<file path="src/design/lsws_pkg.sv">
package lsws_pkg;

  // Defaults for the top-level parameters
  localparam int DEF_PIXEL_BITS     = 12;
  localparam int DEF_MAX_LINE_WIDTH = 256;

  // Headroom bits of the running mask sum over the pixel width
  localparam int SUM_GROWTH = 5;

  // Result pixel width
  localparam int OUT_BITS = 8;

  // Pixel cells in the window chain: the newest five words of the last two groups
  localparam int TAP_COUNT = 5;

  typedef enum logic [1:0] {
    WT_ZERO,
    WT_NEG,
    WT_FIVE
  } weight_t;

  // Weight of each chain cell, newest word first: right column of the old
  // window (now the center) is -1, 5, -1 and its left neighbor middle is -1
  localparam weight_t TAP_WEIGHTS [TAP_COUNT] = '{WT_NEG, WT_FIVE, WT_NEG, WT_ZERO, WT_NEG};

  typedef logic [OUT_BITS-1:0] pix_out_t;

endpackage

</file>
<file path="src/design/lsws_tap_cell.sv">
module lsws_tap_cell #(
  parameter int                PIXEL_BITS = lsws_pkg::DEF_PIXEL_BITS,
  parameter lsws_pkg::weight_t WEIGHT     = lsws_pkg::WT_ZERO,
  localparam int               SUM_BITS   = PIXEL_BITS + lsws_pkg::SUM_GROWTH
) (
  input  logic                  clk,
  input  logic                  shift_en,
  input  logic [PIXEL_BITS-1:0] pix_in,
  output logic [PIXEL_BITS-1:0] pix_out,
  output logic [SUM_BITS-1:0]   term
);
  import lsws_pkg::*;

  logic [PIXEL_BITS-1:0] pix_r;
  logic [SUM_BITS-1:0]   pix_ext;

  // Take pix_in (the neighbor's word, or the new input word at cell 0) on every accepted input word
  always_ff @(posedge clk) begin
    if (shift_en) begin
      pix_r <= pix_in;
    end
  end

  assign pix_out = pix_r;
  assign pix_ext = SUM_BITS'(pix_r);

  // Weighted contribution, modulo the sum width
  always_comb begin
    case (WEIGHT)
      WT_NEG:  term = '0 - pix_ext;
      WT_FIVE: term = (pix_ext << 2) + pix_ext;
      WT_ZERO: term = '0;
      default: term = '0;
    endcase
  end

endmodule

</file>
<file path="src/design/lsws_out_buf.sv">
module lsws_out_buf (
  input  logic               clk,
  input  logic               rst_n,
  input  logic               push,
  input  lsws_pkg::pix_out_t push_data,
  output logic               full,
  output logic               out_valid,
  input  logic               out_stall,
  output lsws_pkg::pix_out_t out_data
);
  import lsws_pkg::*;

  pix_out_t head_r, head_nxt;
  pix_out_t tail_r, tail_nxt;
  logic     head_v_r, head_v_nxt;
  logic     tail_v_r, tail_v_nxt;
  logic     pop;

  assign pop = head_v_r & ~out_stall;

  always_comb begin
    head_nxt   = head_r;
    tail_nxt   = tail_r;
    head_v_nxt = head_v_r;
    tail_v_nxt = tail_v_r;
    if (pop) begin
      if (tail_v_r) begin
        head_nxt   = tail_r;
        tail_nxt   = push_data;
        tail_v_nxt = push;
      end else begin
        head_nxt   = push_data;
        head_v_nxt = push;
      end
    end else if (push) begin
      if (head_v_r) begin
        tail_nxt   = push_data;
        tail_v_nxt = 1'b1;
      end else begin
        head_nxt   = push_data;
        head_v_nxt = 1'b1;
      end
    end
  end

  always_ff @(posedge clk) begin
    if (!rst_n) begin
      head_v_r <= 1'b0;
      tail_v_r <= 1'b0;
    end else begin
      head_v_r <= head_v_nxt;
      tail_v_r <= tail_v_nxt;
    end
  end

  always_ff @(posedge clk) begin
    head_r <= head_nxt;
    tail_r <= tail_nxt;
  end

  assign full      = tail_v_r;
  assign out_valid = head_v_r;
  assign out_data  = head_r;

endmodule

</file>
<file path="src/design/laplacian_sharpen_window_stream.sv">
// Streaming 3x3 sharpening filter (mask 0,-1,0 / -1,5,-1 / 0,-1,0) over a line of pixel
// columns. Each input word is one pixel; pixels arrive in groups of three (top, middle,
// bottom of one column). The first position of a line takes two groups and treats the
// column to its left as zero; every later position takes one new group. A result word,
// the mask sum clamped to 0..255, enters the output buffer as the closing word of a window is
// accepted. One input word is taken every clock cycle; the only stall comes from the
// two-word output buffer, and only on a word that closes a window while both buffer slots
// are full. The last five accepted pixels sit in a chain of cells that shifts on every
// accepted word, so the right column of one window is the center column of the next.
// cfg_wdata sets line_width, the number of positions per line (reset MAX_LINE_WIDTH);
// write it only while no word is in flight. There is no clearing pass after reset.
module laplacian_sharpen_window_stream #(
  parameter int  PIXEL_BITS     = lsws_pkg::DEF_PIXEL_BITS,
  parameter int  MAX_LINE_WIDTH = lsws_pkg::DEF_MAX_LINE_WIDTH,
  localparam int LW_BITS        = $clog2(2 * MAX_LINE_WIDTH)
) (
  input  logic                      clk,
  input  logic                      rst_n,
  // input pixel channel
  input  logic                      in_valid,
  output logic                      in_stall,
  input  logic [PIXEL_BITS-1:0]     in_pixel_in,
  // result channel
  output logic                      out_valid,
  input  logic                      out_stall,
  output logic [lsws_pkg::OUT_BITS-1:0] out_pixel_out,
  // configuration
  input  logic                      cfg_we,
  input  logic [LW_BITS-1:0]        cfg_wdata
);
  import lsws_pkg::*;

  localparam int SUM_BITS  = PIXEL_BITS + SUM_GROWTH;
  localparam int POS_BITS  = $clog2(MAX_LINE_WIDTH);
  localparam logic [LW_BITS-1:0] LW_MASK  = LW_BITS'(2 * MAX_LINE_WIDTH - 1);
  localparam logic [LW_BITS-1:0] LW_RESET = LW_BITS'(MAX_LINE_WIDTH) & LW_MASK;

  // Word slot within one step. The first position of a line walks all six
  // (center group, then right group); later positions use the first three
  // for the new right group.
  localparam logic [2:0] PH_G0_TOP = 3'd0;
  localparam logic [2:0] PH_G0_MID = 3'd1;
  localparam logic [2:0] PH_G0_BOT = 3'd2;
  localparam logic [2:0] PH_G1_TOP = 3'd3;
  localparam logic [2:0] PH_G1_MID = 3'd4;
  localparam logic [2:0] PH_G1_BOT = 3'd5;

  logic [LW_BITS-1:0]  lw_r, lw_nxt;
  logic [2:0]          phase_r, phase_nxt;
  logic [POS_BITS-1:0] pos_r, pos_nxt;
  logic [SUM_BITS-1:0] sum_r, sum_nxt;

  logic                accept;
  logic                pos_first;
  logic                pos_is_last;
  logic                emit_now;
  logic [LW_BITS-1:0]  last_pos;
  logic [POS_BITS:0]   pos_inc;
  logic [POS_BITS-1:0] pos_wrap;
  logic [SUM_BITS-1:0] p_ext, p_neg, p_five;
  logic [SUM_BITS-1:0] tap_sum;
  logic [SUM_BITS-1:0] delta;
  pix_out_t            clamped;
  logic                buf_full;

  logic [PIXEL_BITS-1:0] chain [TAP_COUNT];
  logic [SUM_BITS-1:0]   terms [TAP_COUNT];

  // ---------------------------------------------------------------------------
  // Handshake. A window closes on a known slot, so the stall depends on state
  // and the buffer fill only, never on the output side in the same cycle.
  // ---------------------------------------------------------------------------
  assign pos_first = (pos_r == '0);
  assign emit_now  = pos_first ? (phase_r == PH_G1_BOT) : (phase_r == PH_G0_BOT);
  assign in_stall  = emit_now & buf_full;
  assign accept    = in_valid & ~in_stall;

  // ---------------------------------------------------------------------------
  // Pixel cell chain: cell 0 holds the newest word. At a later position's
  // first slot the chain holds the previous group and the middle and bottom
  // words of the group before it, which is all the mask needs from the past.
  // ---------------------------------------------------------------------------
  for (genvar i = 0; i < TAP_COUNT; i++) begin : g_cell
    lsws_tap_cell #(
      .PIXEL_BITS (PIXEL_BITS),
      .WEIGHT     (TAP_WEIGHTS[i])
    ) u_cell (
      .clk      (clk),
      .shift_en (accept),
      .pix_in   ((i == 0) ? in_pixel_in : chain[(i == 0) ? 0 : i - 1]),
      .pix_out  (chain[i]),
      .term     (terms[i])
    );
  end

  always_comb begin
    tap_sum = '0;
    for (int i = 0; i < TAP_COUNT; i++) begin
      tap_sum = tap_sum + terms[i];
    end
  end

  // Contribution of the word coming in now
  assign p_ext  = SUM_BITS'(in_pixel_in);
  assign p_neg  = '0 - p_ext;
  assign p_five = (p_ext << 2) + p_ext;

  // Pick what this slot adds to the running sum
  always_comb begin
    delta = '0;
    if (pos_first) begin
      unique case (phase_r) inside
        PH_G0_TOP, PH_G0_BOT, PH_G1_MID: delta = p_neg;
        PH_G0_MID:                       delta = p_five;
        default:                         delta = '0;
      endcase
    end else begin
      unique case (phase_r) inside
        PH_G0_TOP: delta = tap_sum;
        PH_G0_MID: delta = p_neg;
        default:   delta = '0;
      endcase
    end
  end

  // ---------------------------------------------------------------------------
  // Line position and slot sequencing
  // ---------------------------------------------------------------------------
  assign last_pos    = (lw_r - LW_BITS'(1)) & LW_MASK;
  assign pos_is_last = ({{(LW_BITS - POS_BITS){1'b0}}, pos_r} == last_pos);
  assign pos_inc     = {1'b0, pos_r} + (POS_BITS + 1)'(1);
  // Wrap past the largest line width back to a fresh first position
  assign pos_wrap    = (pos_inc >= (POS_BITS + 1)'(MAX_LINE_WIDTH)) ? '0
                                                                    : pos_inc[POS_BITS-1:0];

  always_comb begin
    phase_nxt = phase_r;
    pos_nxt   = pos_r;
    sum_nxt   = sum_r;
    if (accept) begin
      // Drop the sum once it is sent, otherwise accumulate
      sum_nxt = emit_now ? '0 : sum_r + delta;
      if (phase_r == PH_G0_BOT && pos_is_last) begin
        pos_nxt   = '0;
        phase_nxt = PH_G0_TOP;
      end else if (!pos_is_last && !pos_first && phase_r == PH_G0_BOT) begin
        pos_nxt   = pos_wrap;
        phase_nxt = PH_G0_TOP;
      end else if (pos_first && phase_r == PH_G1_BOT) begin
        pos_nxt   = pos_wrap;
        phase_nxt = PH_G0_TOP;
      end else begin
        phase_nxt = phase_r + 3'd1;
      end
    end
  end

  assign lw_nxt = cfg_we ? (cfg_wdata & LW_MASK) : lw_r;

  always_ff @(posedge clk) begin
    if (!rst_n) begin
      lw_r    <= LW_RESET;
      phase_r <= PH_G0_TOP;
      pos_r   <= '0;
      sum_r   <= '0;
    end else begin
      lw_r    <= lw_nxt;
      phase_r <= phase_nxt;
      pos_r   <= pos_nxt;
      sum_r   <= sum_nxt;
    end
  end

  // ---------------------------------------------------------------------------
  // Clamp the signed sum to 0..255 and hand it to the output buffer
  // ---------------------------------------------------------------------------
  always_comb begin
    if (sum_r[SUM_BITS-1]) begin
      clamped = '0;
    end else if (|sum_r[SUM_BITS-2:OUT_BITS]) begin
      clamped = '1;
    end else begin
      clamped = sum_r[OUT_BITS-1:0];
    end
  end

  lsws_out_buf u_out_buf (
    .clk       (clk),
    .rst_n     (rst_n),
    .push      (accept & emit_now),
    .push_data (clamped),
    .full      (buf_full),
    .out_valid (out_valid),
    .out_stall (out_stall),
    .out_data  (out_pixel_out)
  );

endmodule

</file>
<file path="config.mk">
export PLATFORM = sky130hd
export DESIGN_NAME = laplacian_sharpen_window_stream
export DESIGN_NICKNAME = d
export VERILOG_FILES = /design/src/design/lsws_pkg.sv /design/src/design/lsws_tap_cell.sv /design/src/design/lsws_out_buf.sv /design/src/design/laplacian_sharpen_window_stream.sv
export SDC_FILE = /design/constraint.sdc
export NUM_CORES = 1
export LEC_CHECK = 0
export ABC_AREA = 0
export ABC_CLOCK_PERIOD_IN_PS = 8300
export BUFFER_PORTS_ARGS = -buffer_cell sky130_fd_sc_hd__buf_2
export CORE_ASPECT_RATIO = 2
export CORE_MARGIN = 10
export CORE_UTILIZATION = 55
export CTS_CLUSTER_DIAMETER = 200
export DETAILED_ROUTE_END_ITERATION = 10
export GPL_TIMING_DRIVEN = 0
export PLACE_DENSITY = 0.73
export SYNTH_ARGS = -nofsm -noshare
export SYNTH_HDL_FRONTEND = slang
export SYNTH_SLANG_ARGS = --single-unit
</file>
<file path="constraint.sdc">
create_clock -name clk -period 8.3 [get_ports clk]
set_clock_uncertainty 0.15 [all_clocks]
set_input_delay 1.245 -clock clk [delete_from_list [all_inputs] [get_ports clk]]
set_output_delay 1.245 -clock clk [all_outputs]
set_load 0.02 [all_outputs]
</file>
======== Word level (Yosys, flattened, before mapping) ========
Index checks and enable logic that the tools add are counted.
word-level totals
  register bits ........................... 115
  output and inout port bits .............. 10
cells by class
  bitwise logic cells ..................... 6
  magnitude comparators ................... 1
  reduce and logical (&&, ||, !) cells .... 18
  eq/ne operators ......................... 8
  multiplexer cells ....................... 29
  add/subtract/negate cells ............... 13
operators by type and width
  cell                   count
  $mux 8                 14
  $add 17x17->17         4
  $pmux 17 s2            2
  $sub 1x12->13 const A  4
  $mux 17                2
  $add 14x12->15         2
  $add 8x1->9 const B    1
  $eq 8x9->1             1
  $ge 9x9->1 const B     1
  $mux 3                 3
  $sub 9x1->9 const B    1
  $logic_not 8->1        1
  $mux 1                 8
  $reduce_and 2->1       4
  $reduce_or 8->1        1
  $eq 3x3->1 const B     2
  $and 1x1->1            4
  $logic_and 1x1->1      4
  $ne 2x2->1 const B     2
  $reduce_bool 2->1      2
  $add 3x1->3 const B    1
  $eq 3x1->1 const B     1
  $eq 3x2->1 const B     1
  $logic_not 3->1        1
  6 further kinds        8

======== Depth between registers and ports, before layout ========
  depth in word-level cells ............... 8
  depth in mapped cells ................... 31
  mapped depth without buffers ............ 31

======== By module ========
A second synthesis with hierarchy kept.
unflattened totals
  cells, all modules ...................... 1,037
  area, all modules ....................... 9,798.1 um^2
modules (own cells, without submodules)
  module                                 instances  cells each  area each (um^2)  sequential area each (um^2)
  laplacian_sharpen_window_stream        1          757         5,905.7           740.7
  lsws_tap_cell at g_cell[0].u_cell ...  3          46          613.1             360.3
  lsws_tap_cell at g_cell[1].u_cell      1          75          858.3             360.3
  lsws_out_buf                           1          37          703.2             520.5
  lsws_tap_cell at g_cell[3].u_cell      1          30          491.7             360.3

======== Worst setup path before layout ========
No wires, ideal clock.
  path kind ............................... reg2reg
  from .................................... register g_cell[1].u_cell.pix_r[3]
  to ...................................... register sum_r[16]
  cell stages (with the launch flop) ...... 27
  path slack .............................. 1.999 ns
  data arrival time ....................... 6.029 ns
  library setup time ...................... 0.122 ns
  path through ............................ edfxtp_1 > ha_1 > a21o_1 > a21oi_1 > nand2b_1 > a21boi_0 > o311a_1 > o31a_1 > or2_2 > fa_1 > fa_1 > inv_1 > ha_1 > a21oi_1 > o21ai_0 > a21oi_1 > xnor2_1 > a21oi_1 > a2111oi_0 > ha_1 > and3_1 > and3_1 > a21oi_1 > o311ai_0 > xor2_1 > nor3_1 > a221o_1
between the ends
  word-level cells in the longest chain between the ends .. 8
ends and longest elaborated chain
  item                          RTL line                                text
  start: declaration            lsws_tap_cell.sv:14                     logic [PIXEL_BITS-1:0] pix_r;
  start signal: assignment      lsws_tap_cell.sv:20                     pix_r <= pix_in;
  $add 14x12->15                lsws_tap_cell.sv:31                     WT_FIVE: term = (pix_ext << 2) + pix_ext;
  $add 17x17->17 (3 in series)  laplacian_sharpen_window_stream.sv:99   tap_sum = tap_sum + terms[i];
  $pmux 17 s2                   laplacian_sharpen_window_stream.sv:118  unique case (phase_r) inside
  $mux 17                       laplacian_sharpen_window_stream.sv:111  if (pos_first) begin
  $add 17x17->17                laplacian_sharpen_window_stream.sv:142  sum_nxt = emit_now ? '0 : sum_r + delta;
  $mux 17                       laplacian_sharpen_window_stream.sv:142
  end signal: assignment        laplacian_sharpen_window_stream.sv:170  sum_r <= sum_nxt;
  end: declaration              laplacian_sharpen_window_stream.sv:51   logic [SUM_BITS-1:0] sum_r, sum_nxt;
No other way between the ends.
A chain may end at the register's enable or synchronous reset.

======== Worst setup path in the final report ========
Same ends and word-level chain as after synthesis.

==> impl_results.rst <==
.. list-table::
   :header-rows: 1

   * - Metric
     - Value
   * - Outcome
     - complete, no violations
   * - Synth cell types
     - 75
   * - Largest net degree at the start of global routing
     - 66
   * - Layout fillers
     - 1,328
   * - Data arrival time of the worst path
     - 7.46 ns
   * - Ratio of cells with drive above 1 in the final layout
     - 0.111
   * - Combinational Power Share
     - 0.371
   * - Count of flip-flops with a built-in enable after synthesis
     - 76
   * - Hold Vio Cnt, Final
     - 0
   * - Cell mode on critical path
     - sky130_fd_sc_hd__a21oi_1
   * - Clk sink count
     - 115
   * - Cell family with most CP delay
     - compound AO/OA/AOI/OAI gates
   * - Antenna violations before repair
     - 0
   * - Number of warnings reported in the yosys synthesis log
     - 0
   * - Clk pwr share
     - 0.329
   * - Master cell of the clock root buffer
     - sky130_fd_sc_hd__clkbuf_16
   * - Count of state elements after synthesis
     - 115
   * - Switching power
     - 0.811 mW
   * - Post-route worst hold slack
     - 0.271 ns
   * - Clock period minus final worst setup slack
     - 7.31 ns
   * - Die area
     - 21,700 um^2
   * - Slew at the pin closest to its max-slew limit
     - 1.17 ns
   * - Nature of the critical path startpoint
     - register
   * - Setup crit end kind
     - register
   * - Maximum count of clock buffers along a single path
     - 2
   * - Global-route wire length before repair
     - 35,400 um
   * - Main flop type after synthesis
     - sky130_fd_sc_hd__edfxtp_1
   * - Leakage Power
     - 4.05 nW
   * - Cells after synthesis
     - 908
   * - Max-slew headroom
     - 0.216
   * - Length of the first detailed-routing pass in iterations
     - 7
   * - Starting density of the core
     - 0.559
   * - Kind of path behind the tightest hold check
     - reg -> reg
   * - Per-instance average area after synthesis
     - 9.66 um^2
   * - Worst IR Drop VDD
     - 0.000156 V
   * - Net switching fraction of the power
     - 0.345
   * - X dimension of the die
     - 109 um
   * - Clock tree from TritonCTS
     - yes
   * - I/O pins
     - 36
   * - Async set-reset flop share out of synthesis
     - 0
   * - Site row count
     - 65
   * - Remaining DRCs
     - 0
   * - Layout overhead on the synthesized area
     - 12.0%
   * - Critical path class
     - reg -> reg
   * - Largest stage delay on the critical path
     - 0.55 ns
   * - Core outline area
     - 15,700 um^2
   * - Setup repair after global routing missed its margin
     - no
   * - Later-pin clock latency in the skew report
     - 0.42 ns
   * - Gates resized, CTS repair
     - 0
   * - Ratio of routed vias to standard cells
     - 5.78
   * - Setup Viol. Count Final
     - 0
   * - Max-capacitance violation count
     - 0
   * - Power Internal
     - 1.54 mW
   * - Count of nets left with antenna violations after detail routing
     - 0
   * - Htree depth
     - 4
   * - Grt total ovfl
     - 0
   * - CP Max Fanout
     - 5
   * - Vias in the first global route
     - 7,472
   * - Detailed placement HPWL
     - 16,300 um
   * - Critical path data required time
     - 8.45 ns
   * - Starting DRT DRC Count
     - 307
   * - Number of buffers and inverters on the critical path
     - 1
   * - Routed wire per std cell
     - 18.0 um
   * - TritonCTS buffer count
     - 17
   * - Pwr dens
     - 240 nW/um^2
   * - Upper clock frequency limit
     - 137 MHz
   * - CTS Hold Bufs
     - 0
   * - Clk slew on worst S/H paths
     - 0.06 ns
   * - Number of buffers added for setup after CTS
     - 0
   * - Overall via count from detail_route
     - 6,798
   * - Minimum setup slack among reg-to-reg paths
     - 0.99 ns
   * - Post-Synthesis Net Count
     - 1,032
   * - Final WL
     - 21,200 um
   * - Cell with the largest stage delay on the worst path
     - sky130_fd_sc_hd__fa_1
   * - Vertical die dimension
     - 199 um
   * - Routability congestion estimate from global placement
     - 0.964
   * - Core occupancy in the finished layout
     - 0.626
   * - Total Negative Setup Slacks
     - 0 ns
   * - Part of the cycle the worst path needs
     - 0.881
   * - Final layout net count
     - 1,085
   * - Seq pwr share
     - 0.300
   * - All-Layer GR Usage
     - 0.210
   * - Proportion of synthesized chip area in sequential cells
     - 0.349
   * - Synth Cell Area
     - 8770 um^2
   * - Count of final max-slew check failures
     - 0
   * - Port Buffers
     - 33
-- layout by cell type, fill, tap and decap left out, types with 6 or more instances in the layout --
master / synthesis / routed
sky130_fd_sc_hd__nor2_1: 72 / 72
sky130_fd_sc_hd__nand2_1: 67 / 67
sky130_fd_sc_hd__fa_1: 34 / 34
sky130_fd_sc_hd__ha_1: 64 / 64
sky130_fd_sc_hd__nand4_1: 8 / 8
sky130_fd_sc_hd__and3_1: 7 / 7
sky130_fd_sc_hd__mux2i_1: 15 / 15
sky130_fd_sc_hd__buf_2: 7 / 40
sky130_fd_sc_hd__inv_1: 97 / 97
sky130_fd_sc_hd__a21oi_1: 46 / 46
sky130_fd_sc_hd__mux2_2: 8 / 8
sky130_fd_sc_hd__edfxtp_1: 76 / 76
sky130_fd_sc_hd__clkbuf_1: 7 / 11
sky130_fd_sc_hd__o21ai_0: 40 / 40
sky130_fd_sc_hd__o31ai_1: 6 / 6
sky130_fd_sc_hd__a211oi_1: 6 / 6
sky130_fd_sc_hd__o21a_1: 7 / 7
sky130_fd_sc_hd__a22oi_1: 13 / 13
sky130_fd_sc_hd__nor2b_1: 17 / 17
sky130_fd_sc_hd__nor4_1: 13 / 12
sky130_fd_sc_hd__dfxtp_1: 39 / 39
sky130_fd_sc_hd__a31oi_1: 7 / 7
sky130_fd_sc_hd__nand3b_1: 7 / 7
sky130_fd_sc_hd__nand2b_1: 9 / 9
sky130_fd_sc_hd__xnor2_1: 56 / 56
sky130_fd_sc_hd__a21o_1: 9 / 9
sky130_fd_sc_hd__clkbuf_16: 0 / 17
sky130_fd_sc_hd__nor3_1: 28 / 28
sky130_fd_sc_hd__nand3_1: 15 / 15
sky130_fd_sc_hd__xor2_1: 39 / 39
sky130_fd_sc_hd__a21boi_0: 9 / 9
-- path summary, 6_finish.rpt --
check / startpoint / endpoint / depth (start not counted)
max: g_cell[1].u_cell.pix_out[3] / sum_r[16] / 26
min: g_cell[3].u_cell.pix_out[5] / g_cell[4].u_cell.pix_out[5] / 0
max reg2reg: g_cell[1].u_cell.pix_out[3] / sum_r[16] / 26
min reg2reg: g_cell[3].u_cell.pix_out[5] / g_cell[4].u_cell.pix_out[5] / 0
-- layout make-up --
type	count	area [um^2]	area share
flip-flops and latches	115	3060	0.312
multi-input cells	672	5210	0.531
plain buffers	22	129	0.0131
clock inverters	11	163	0.0166
well taps	201	251	0.0256
clock buffers	21	440	0.0448
diodes	1	2.50	0.000255
inverters	99	373	0.0380
repair buffers	34	185	0.0189
-- sequential cells by signal (all words and copies together) (netlist names) --
register,flops
u_out_buf.out_data,8
phase_r,3
u_out_buf.full,1
lw_r,9
pos_r,8
u_out_buf.tail_r,8
sum_r,17
g_cell.u_cell.pix_out,60
u_out_buf.out_valid,1
-- power groups by stage --
stage               Combinational [mW]  Clock (mW)  Sequential [mW]
global route                     0.990       0.804            0.711
global placement                 0.842           0            0.716
CTS                              0.873       0.782            0.706
floorplan                        0.676           0            0.704
finish                           0.872       0.775            0.705
detailed placement               0.851           0            0.718
-- worst reg2reg max path: cells and delay by family (launching register included) --
family                   cells  cell delay, ns
AO/OA/AOI/OAI               13            2.96
adder cells (fa/ha/maj)      5            2.11
AND/OR/NAND/NOR              5            0.97
XOR/XNOR                     2            0.50
flip-flops                   1            0.46
buffers and inverters        1            0.04
-- layer usage --
layer	share of wire	GRT usage	vias to the layer above	wire length, um
met5	0	0	-	0
met4	0.058	0.136	0	1240
met3	0.032	0.0373	68	677
met2	0.57	0.401	153	12100
met1	0.34	0.192	3273	7210
li1	-	-	3304	-
-- cell usage after synthesis (all sizes together), types with 4 or more instances --
| master | instances | area, um^2 |
|---|---|---|
| ha | 64 | 801 |
| a21boi | 9 | 67.6 |
| mux2 | 9 | 105 |
| o211ai | 5 | 37.5 |
| or2 | 4 | 25.0 |
| and3 | 7 | 43.8 |
| a31oi | 7 | 43.8 |
| nand4 | 9 | 62.6 |
| nor2b | 17 | 106 |
| o21a | 7 | 52.6 |
| o31ai | 7 | 57.6 |
| o21bai | 5 | 37.5 |
| a21oi | 47 | 246 |
| a21o | 9 | 67.6 |
| edfxtp | 76 | 2280 |
| a211oi | 6 | 45.0 |
| nand2 | 69 | 269 |
| o21ai | 42 | 214 |
| nand3 | 15 | 75.1 |
| nor2 | 73 | 282 |
| xor2 | 39 | 342 |
| and2 | 5 | 32.5 |
| nand2b | 9 | 56.3 |
| clkbuf | 7 | 26.3 |
| inv | 99 | 372 |
| nor3 | 29 | 150 |
| a22oi | 13 | 97.6 |
| xnor2 | 56 | 490 |
| buf | 15 | 103 |
| dfxtp | 39 | 781 |
| nand3b | 7 | 52.6 |
| nor4 | 16 | 145 |
| a221oi | 5 | 50.0 |
| fa | 34 | 681 |
| mux2i | 15 | 150 |
| or4 | 5 | 37.5 |
-- through the flow --
| step | power (mW) | worst slack, ns | cells | cell area [um^2] |
|---|---|---|---|---|
| floorplan | 1.38 | 2.00 | 908 | 8770 |
| global placement | 1.56 | 1.18 | 1142 | 9190 |
| detailed placement | 1.57 | 1.13 | 1142 | 9190 |
| CTS | 2.36 | 1.04 | 1174 | 9790 |
| global route | 2.50 | 0.637 | 1175 | 9820 |
| finish | 2.35 | 0.989 | 1176 | 9820 |
-- logic make-up after synthesis --
kind of cell             Yosys count  synth area share
flip-flops                       115             0.349
adder cells (fa/ha/maj)           98             0.169
AND/OR/NAND/NOR                  273             0.162
AO/OA/AOI/OAI                    182             0.139
buffers and inverters            121            0.0571
multiplexers                      24            0.0291
XOR/XNOR                          95            0.0949
(Power assumes the default switching activity.)
